### src/rtl/jsif_pkg.sv
package jsif_pkg;

    localparam logic [2:0] CLS_BETWEEN = 3'd0;
    localparam logic [2:0] CLS_MESSAGE = 3'd1;
    localparam logic [2:0] CLS_DATA    = 3'd2;
    localparam logic [2:0] CLS_SPACE   = 3'd3;
    localparam logic [2:0] CLS_RESET   = 3'd4;
    localparam logic [2:0] CLS_ERROR   = 3'd5;

    localparam logic [7:0] CH_NUL     = 8'h00;
    localparam logic [7:0] CH_SPACE   = 8'h20;
    localparam logic [7:0] CH_TAB     = 8'h09;
    localparam logic [7:0] CH_CR      = 8'h0D;
    localparam logic [7:0] CH_QUOTE   = 8'h22;
    localparam logic [7:0] CH_BSLASH  = 8'h5C;
    localparam logic [7:0] CH_LSQUARE = 8'h5B;
    localparam logic [7:0] CH_RSQUARE = 8'h5D;
    localparam logic [7:0] CH_LCURLY  = 8'h7B;
    localparam logic [7:0] CH_RCURLY  = 8'h7D;

    typedef struct packed {
        logic       inside_string;
        logic       escape_pending;
        logic [2:0] item_kind;
    } scan_flags_t;

    typedef struct packed {
        logic [2:0] byte_class;
        logic       item_start;
        logic       item_end;
        logic       format_error;
        logic       reset_notice;
    } tag_t;

    function automatic logic is_ws(input logic [7:0] b);
        return (b == CH_SPACE) || ((b >= CH_TAB) && (b <= CH_CR));
    endfunction

endpackage

### src/rtl/jsif_step.sv
module jsif_step
    import jsif_pkg::*;
#(
    parameter int MAX_DEPTH = 255,
    parameter int DEPTH_W   = 8
)
(
    input  logic [7:0]         data_byte,
    input  logic [DEPTH_W-1:0] depth,
    input  scan_flags_t        flags,
    output logic [DEPTH_W-1:0] depth_next,
    output scan_flags_t        flags_next,
    output tag_t               tag
);

    localparam logic [DEPTH_W-1:0] DEPTH_LIMIT = DEPTH_W'(MAX_DEPTH);
    localparam logic [DEPTH_W-1:0] DEPTH_ZERO  = '0;
    localparam logic [DEPTH_W-1:0] DEPTH_ONE   = DEPTH_W'(1);

    logic at_top;
    logic err;

    assign at_top = (depth == DEPTH_ZERO);

    always_comb
    begin
        depth_next = depth;
        flags_next = flags;
        tag        = '0;
        err        = 1'b0;
        tag.byte_class = flags.item_kind;

        if (data_byte == CH_NUL)
        begin
            tag.reset_notice = (flags.item_kind != CLS_RESET);
            depth_next = DEPTH_ZERO;
            flags_next.inside_string  = 1'b0;
            flags_next.escape_pending = 1'b0;
            flags_next.item_kind      = CLS_RESET;
            tag.byte_class = CLS_RESET;
        end
        else if (flags.item_kind == CLS_ERROR)
        begin
            tag.byte_class = CLS_ERROR;
        end
        else if (!at_top && !flags.inside_string && is_ws(data_byte))
        begin
            tag.byte_class = CLS_SPACE;
        end
        else if (flags.inside_string)
        begin
            if (flags.escape_pending)
                flags_next.escape_pending = 1'b0;
            else if (data_byte == CH_QUOTE)
                flags_next.inside_string = 1'b0;
            else if (data_byte == CH_BSLASH)
                flags_next.escape_pending = 1'b1;
        end
        else if (data_byte == CH_LSQUARE || data_byte == CH_LCURLY)
        begin
            if (depth == DEPTH_LIMIT)
            begin
                err = 1'b1;
            end
            else
            begin
                if (at_top)
                begin
                    flags_next.item_kind = (data_byte == CH_LSQUARE) ? CLS_MESSAGE : CLS_DATA;
                    tag.item_start = 1'b1;
                end
                depth_next = depth + DEPTH_ONE;
                tag.byte_class = flags_next.item_kind;
            end
        end
        else if (data_byte == CH_RSQUARE || data_byte == CH_RCURLY)
        begin
            if (at_top)
            begin
                err = 1'b1;
            end
            else
            begin
                depth_next = depth - DEPTH_ONE;
                if (depth == DEPTH_ONE)
                begin
                    tag.item_end = 1'b1;
                    flags_next.item_kind = CLS_BETWEEN;
                end
            end
        end
        else if (data_byte == CH_QUOTE)
        begin
            if (!at_top)
                flags_next.inside_string = 1'b1;
            else
                err = 1'b1;
        end
        else if (at_top)
        begin
            if (is_ws(data_byte))
                tag.byte_class = CLS_BETWEEN;
            else
                err = 1'b1;
        end

        if (err)
        begin
            flags_next.item_kind = CLS_ERROR;
            tag.byte_class       = CLS_ERROR;
            tag.format_error     = 1'b1;
        end
    end

endmodule

### src/rtl/json_stream_item_framer_core.sv
// Tags each byte of a JSON stream against top-level items: one byte is taken
// per cycle unless result_stall holds the output; its tag passes the byte
// register, then the result register. Throughput is one byte per cycle when
// not stalled; it is bounded by the update of the bracket depth and string
// flags, which every byte needs before the next. A zero byte clears all
// framing state; after a format error every byte is tagged discarded until
// a zero byte. MAX_DEPTH sets the deepest bracket nesting accepted.
module json_stream_item_framer_core
    import jsif_pkg::*;
#(
    parameter int MAX_DEPTH = 255
)
(
    input  logic       clk,
    input  logic       rst_n,
    input  logic       byte_valid,
    output logic       byte_stall,
    input  logic [7:0] data_byte,
    output logic       result_valid,
    input  logic       result_stall,
    output logic [2:0] byte_class,
    output logic       item_start,
    output logic       item_end,
    output logic       format_error,
    output logic       reset_notice
);

    localparam int DEPTH_W = $clog2(MAX_DEPTH + 1);

    logic               hold_valid_reg;
    logic               hold_valid_next;
    logic [7:0]         hold_byte_reg;
    logic [DEPTH_W-1:0] depth_reg;
    logic [DEPTH_W-1:0] depth_next;
    scan_flags_t        flags_reg;
    scan_flags_t        flags_next;
    tag_t               tag_next;
    tag_t               tag_reg;
    logic               out_valid_reg;
    logic               out_valid_next;
    logic               advance;
    logic               accept;

    assign advance    = hold_valid_reg && (!out_valid_reg || !result_stall);
    assign byte_stall = hold_valid_reg && !advance;
    assign accept     = byte_valid && !byte_stall;

    assign hold_valid_next = accept || (hold_valid_reg && !advance);
    assign out_valid_next  = advance || (out_valid_reg && result_stall);

    jsif_step #(
        .MAX_DEPTH (MAX_DEPTH),
        .DEPTH_W   (DEPTH_W)
    ) u_step (
        .data_byte  (hold_byte_reg),
        .depth      (depth_reg),
        .flags      (flags_reg),
        .depth_next (depth_next),
        .flags_next (flags_next),
        .tag        (tag_next)
    );

    always_ff @(posedge clk or negedge rst_n)
    begin
        if (!rst_n)
        begin
            hold_valid_reg <= 1'b0;
            out_valid_reg  <= 1'b0;
            depth_reg      <= '0;
            flags_reg      <= '{inside_string: 1'b0, escape_pending: 1'b0,
                                item_kind: CLS_BETWEEN};
        end
        else
        begin
            hold_valid_reg <= hold_valid_next;
            out_valid_reg  <= out_valid_next;
            if (advance)
            begin
                depth_reg <= depth_next;
                flags_reg <= flags_next;
            end
        end
    end

    always_ff @(posedge clk)
    begin
        if (accept)
            hold_byte_reg <= data_byte;
        if (advance)
            tag_reg <= tag_next;
    end

    assign result_valid = out_valid_reg;
    assign byte_class   = tag_reg.byte_class;
    assign item_start   = tag_reg.item_start;
    assign item_end     = tag_reg.item_end;
    assign format_error = tag_reg.format_error;
    assign reset_notice = tag_reg.reset_notice;

endmodule
### config.mk
export PLATFORM = sky130hd
export DESIGN_NAME = json_stream_item_framer_core
export DESIGN_NICKNAME = d
export VERILOG_FILES = /design/src/rtl/jsif_pkg.sv /design/src/rtl/jsif_step.sv /design/src/rtl/json_stream_item_framer_core.sv
export SDC_FILE = /design/constraint.sdc
export NUM_CORES = 1
export LEC_CHECK = 0
export ABC_AREA = 1
export CORE_ASPECT_RATIO = 0.5
export CORE_UTILIZATION = 48
export CTS_CLUSTER_DIAMETER = 150
export DETAILED_ROUTE_END_ITERATION = 10
export DONT_BUFFER_PORTS = 1
export GPL_TIMING_DRIVEN = 0
export PLACE_DENSITY = 0.75
export SLEW_MARGIN = 0
export SYNTH_ARGS = -nofsm -noshare
export SYNTH_HDL_FRONTEND = slang
export SYNTH_SLANG_ARGS = --single-unit
### constraint.sdc
create_clock -name clk -period 2.22 [get_ports clk]
set_clock_uncertainty 0.2 [all_clocks]
set_input_delay 0.333 -clock clk [delete_from_list [all_inputs] [get_ports clk]]
set_output_delay 0.333 -clock clk [all_outputs]
set_load 0.01 [all_outputs]
# Word level (Yosys, flattened, before mapping)

Index checks and enable logic that the tools add are counted.

Register bits after elaboration: 30
Input bits: 12

Add/sub/neg operators: 2
Order comparisons: 2
Equal/unequal tests: 21
Multiplexer cells: 58
Bitwise gates (word level): 2
Reductions and logical operators: 32

Operators by type and width:

| operator              | count |
|---|---|
| $mux W8               | 8 |
| $mux W3               | 14 |
| $eq A8 B7 Y1 const B  | 5 |
| $mux W1               | 30 |
| $mux W5               | 4 |
| $eq A8 B6 Y1 const B  | 2 |
| $logic_not A8 Y1      | 2 |
| $ne A3 B1 Y1 const B  | 3 |
| $add A8 B1 Y8 const B | 1 |
| $eq A8 B1 Y1 const B  | 1 |
| $eq A8 B8 Y1 const B  | 1 |
| $ge A8 B4 Y1 const B  | 1 |
| $le A8 B4 Y1 const B  | 1 |
| $reduce_and A8 Y1     | 1 |
| $reduce_bool A4 Y1    | 2 |
| $sub A8 B1 Y8 const B | 1 |
| $logic_and A1 B1 Y1   | 7 |
| $reduce_and A7 Y1     | 1 |
| $reduce_or A7 Y1      | 1 |
| $logic_not A1 Y1      | 6 |
| $logic_or A1 B1 Y1    | 6 |
| $ne A2 B1 Y1 const B  | 3 |
| $ne A3 B3 Y1 const B  | 2 |
| $reduce_or A6 Y1      | 1 |
| 12 further kinds      | 13 |

# Logic depth before layout (Yosys ltp)

Depth after elaboration: 14
Mapped depth: 14
Depth with buffers taken out: 13

# By module

A second synthesis with hierarchy kept.

Cell total of the unflattened synthesis: 334
Area, all modules: 2314.7 sq um

Modules (own cells, without submodules):

| module                       | times used | cells each | area each (sq um) | seq. area each (sq um) |
|---|---|---|---|---|
| jsif_step                    | 1          | 252        | 1255.0            | 0.0 |
| json_stream_item_framer_core | 1          | 82         | 1059.8            | 825.8 |

# Worst setup path before layout

OpenSTA, ideal clock, no wires.

Path kind: register -> register
Start: register depth_reg[0]
End: register tag_reg (netlist bit byte_class[1]), data pin
Arrival: 1.489 ns
Required time: 1.766 ns
Path slack: 0.277 ns
Stages on the path, launching flop included: 11
Path through: dfrtp_1 inv_1 ha_1 nand2_4 nor2_2 nand3_1 nand2_1 nand2_1 nand3b_4 nand2_1 nor2_1

Cells in the longest elaborated chain, start to end: 10
Elaborated cells on any way between the ends: 24
Those cells by class: eq/ne: 1; mux: 18; reduce/logical: 5

Ends and longest elaborated chain:

| item                              | RTL line                                          | text |
|---|---|---|
| start, declared                   | json_stream_item_framer_core.sv:33                | `logic [DEPTH_W-1:0] depth_reg;` |
| start signal, assigned            | json_stream_item_framer_core.sv:79                | `depth_reg <= depth_next;` |
| $logic_not A8 Y1                  | jsif_step.sv:23                                   | `assign at_top = (depth == DEPTH_ZERO);` |
| $mux W1, on equally long branches | jsif_step.sv:99, jsif_step.sv:78, jsif_step.sv:94 |  |
| $mux W1                           | jsif_step.sv:92                                   | `else if (data_byte == CH_QUOTE)` |
| $mux W1                           | jsif_step.sv:76                                   | `else if (data_byte == CH_RSQUARE \|\| data_byte == CH_RCURLY)` |
| $mux W1                           | jsif_step.sv:59                                   | `else if (data_byte == CH_LSQUARE \|\| data_byte == CH_LCURLY)` |
| $mux W1                           | jsif_step.sv:50                                   | `else if (flags.inside_string)` |
| $mux W1                           | jsif_step.sv:46                                   | `else if (!at_top && !flags.inside_string && is_ws(data_byte))` |
| $mux W1                           | jsif_step.sv:42                                   | `else if (flags.item_kind == CLS_ERROR)` |
| $mux W1                           | jsif_step.sv:33                                   | `if (data_byte == CH_NUL)` |
| $reduce_or A3 Y1 (no line)        | n/a                                               |  |
| end signal, assigned              | json_stream_item_framer_core.sv:90                | `tag_reg <= tag_next;` |
| end, declared                     | json_stream_item_framer_core.sv:38                | `tag_t tag_reg;` |

Several ways; a longest one is shown, not always the timed one.
A chain may end at the register's enable or synchronous reset.

# Worst setup path after layout

Start: register depth_reg[0]
End: register tag_reg (netlist bit byte_class[2]), data pin

Same word-level chain as after synthesis.

==> metrics.md <==
| Metric | Value |
|---|---|
| Post-synth top area share | `20.9%` |
| Detailed placer's ending HPWL | `3270 um` |
| Vias in the first global route | `1691` |
| CP Data Required Time | `2.05 ns` |
| Clock buffer count from CTS | `5` |
| Critical-path top delay cell | `dfrtp_1` |
| Most common library cells after synthesis | `nand2_1, inv_1, nor2_1, nand3_1` |
| Die area | `4790 um2` |
| Routed via count | `1784` |
| PortBufs | `0` |
| Worst slack, placed | `0.0652 ns` |
| Core Region | `4100 um2` |
| Post-synthesis cell type count | `33` |
| Final Hold Vio Count | `0` |
| Total negative slack | `0 ns` |
| Reg2reg start | `depth_reg[0]` |
| Footprint of the multi-input gates | `1140 um2` |
| RSZ-0062 raised after global routing | `false` |
| Cell taking the most area after synthesis | `edfxtp_1` |
| Post-synth EDFFs | `15` |
| Max Used Layer | `met4` |
| Fin crit period | `2.10 ns` |
| Startpoint Class | `flip-flop` |
| Vias per cell | `5.14` |
| P per Cell Area | `530 nW/um2` |
| Initial antenna violation count | `0` |
| Final setup viols | `0` |
| Routed wire length | `4470 um` |
| Iteration-0 DRC Markers | `141` |
| Synth Area per Inst | `7.85 um2` |
| Chip height | `49.4 um` |
| Nets | `307` |
| WL met1 | `2170 um` |
| Initial core utilization | `52.6%` |
| First-pass GRT wire length | `7610 um` |
| Register area | `826 um2` |
| R2r endpoint | `byte_class[2]` |
| Site row count | `16` |
| CTS tree | `done` |
| Hold EP | `result_valid` |
| Average wire per standard cell | `12.9 um` |
| Critical Path Sink Type | `flip-flop` |
| Max FO, Critical Path | `5` |
| CTS H-tree lvls | `2` |
| Slew Limit Fails | `0` |
| Max Buffers Root-to-Sink | `2` |
| Worst-Skew Late Latency | `0.29 ns` |
| Cells after synthesis | `275` |
| Worst-path clk slew | `0.07 ns` |
| R2r setup slk | `0.12 ns` |
| Antenna viol nets, final | `0` |
| Placer Congestion | `0.912` |
| Total track usage | `20.3%` |
| Grt ovf | `0` |
| Count leader, synth | `nand2_1` |
| DR DRC count | `0` |
| Met2 WL | `2100 um` |
| #FFs+latches synth | `30` |
| Worst path arrival time | `1.93 ns` |
| Top post-synthesis cells by area | `edfxtp_1, dfrtp_1, nand2_1` |
| Ys Warns | `0` |
| F_max | `477 MHz` |
| Outcome | `finished, final reports clean` |
| Drt pass-1 iters | `4` |
| CP max stage delay | `0.42 ns` |
| Worst Hold Launch | `result_stall` |
| Layout fillers | `362` |
| Post-Syn Area | `2160 um2` |
| Setup WS post-layout | `0.124 ns` |
| # clock sinks | `30` |
| Met3 routed WL | `173 um` |
| Io pins | `21` |
| Slew at the pin closest to its max-slew limit | `0.747 ns` |
| Cells on Worst Hold Path | `2` |
| Die X | `96.9 um` |
| Sequential-to-total area share from yosys stat | `38.2%` |
| Max-Cap Viols | `0` |
| Crit-path cells | `inv_2 > ha_2 > nand2_4 > nor2_2 > inv_1 > nor2_1 > o21ai_0 > o211ai_1 > nand3_1` |
| Maximum vdd drop | `400 uV` |
| WS Path Type | `flip-flop to flip-flop` |
| Ant diodes | `0` |
| Layout cells sized above 1 | `21.5%` |
| Prevailing post-synth register cell | `edfxtp_1` |
| Root Buffer | `clkbuf_8` |
| Worst Reg-to-Reg Cells | `9` |
| Largest net degree at the start of global routing | `16` |
| Relative slew slack | `50.0%` |
| Leakage Power | `1.06 nW` |
| Hold WC Path Type | `input port to flip-flop` |
| Ys async rst share | `50.0%` |
| Crit share post-route | `94.4%` |
| Mapped Nets | `290` |
| Layout area overhead | `12.5%` |
worst max-delay path: cells and delay by family, from the launching register on:
family	cells	cell delay (ns)
buffers and inverters	2	0.19
flip-flops	1	0.42
adder cells (fa/ha/maj)	1	0.22
AO/OA/AOI/OAI	2	0.29
AND/OR/NAND/NOR	4	0.53
per-stage QoR:
step	utilization [%]	hold slack (ns)	std cells	total power, mW	area (um2)
2_1_floorplan	-	-0.163	275	0.804	2160
3_3_place_gp	54.3	-0.162	329	0.835	2230
3_5_place_dp	54.3	-0.162	329	0.840	2230
4_1_cts	58.7	0.0165	347	1.29	2410
5_1_grt	59.2	0.0638	347	1.35	2430
6_report	59.2	0.0206	347	1.29	2430
power by group:
part	total, mW	internal (mW)	switching (mW)
logic	0.195	0.0626	0.132
clock network	0.431	0.217	0.214
registers	0.663	0.626	0.0370
total	1.29	0.905	0.383
layout by cell type (no fill, tap or decap), types with 5 or more instances in the layout:
master         Yosys  final
inv_1             35     33
nand3_1           18     18
dlygate4sd3_1      0     10
inv_2              4      6
xnor2_1            5      5
clkbuf_8           0      5
nor2_4             4      6
dfrtp_1           15     15
nand2_2           10     11
edfxtp_1          15     15
nand4_1            5      5
xor2_1             5      5
o21ai_0           12     12
nand2_1           66     65
nor2_2             9      7
a21oi_1            7      7
o21ai_2            6      6
nor2_1            23     23
worst max-delay path by stage:
stage,from,endpoint
floorplan,depth_reg[0],byte_class[1]
CTS,depth_reg[0],flags_reg[0]
global placement,depth_reg[0],byte_class[2]
finish,depth_reg[0],byte_class[2]
detailed placement,depth_reg[0],flags_reg[0]
global route,depth_reg[0],flags_reg[1]
area by class of cell:
cell class	instances	area share [%]
multi-input cells	199	47.1
flip-flops and latches	30	34.0
inverters	39	6.02
repair buffers	10	4.12
clock buffers	6	2.99
well taps	54	2.78
plain buffers	7	2.63
clock inverters	2	0.412
layer usage:
| metal | global-route usage, % | up-vias |
|---|---|---|
| met5 | 0 | - |
| met4 | 3.48 | 0 |
| met3 | 4.73 | 6 |
| met2 | 33.9 | 36 |
| met1 | 27.5 | 826 |
| li1 | - | 916 |
logic make-up after synthesis:
| logic type | count (synthesis) | synth area share, % |
|---|---|---|
| and+or+nand+nor | 154 | 37.1 |
| xor gates and xnor gates | 10 | 4.06 |
| adders and majority gates | 3 | 1.74 |
| buffers and inverters | 46 | 9.73 |
| AOI/OAI and AO/OA | 32 | 9.15 |
| DFF | 30 | 38.2 |
timing repair:
item,4_1_cts,5_1_grt
hold buffers,10,0
hold endpoints to repair,24,0
setup endpoints to repair,0,14
gates resized for setup,0,7
setup buffers,0,0
Note: power is estimated with default switching activity, not from simulation.
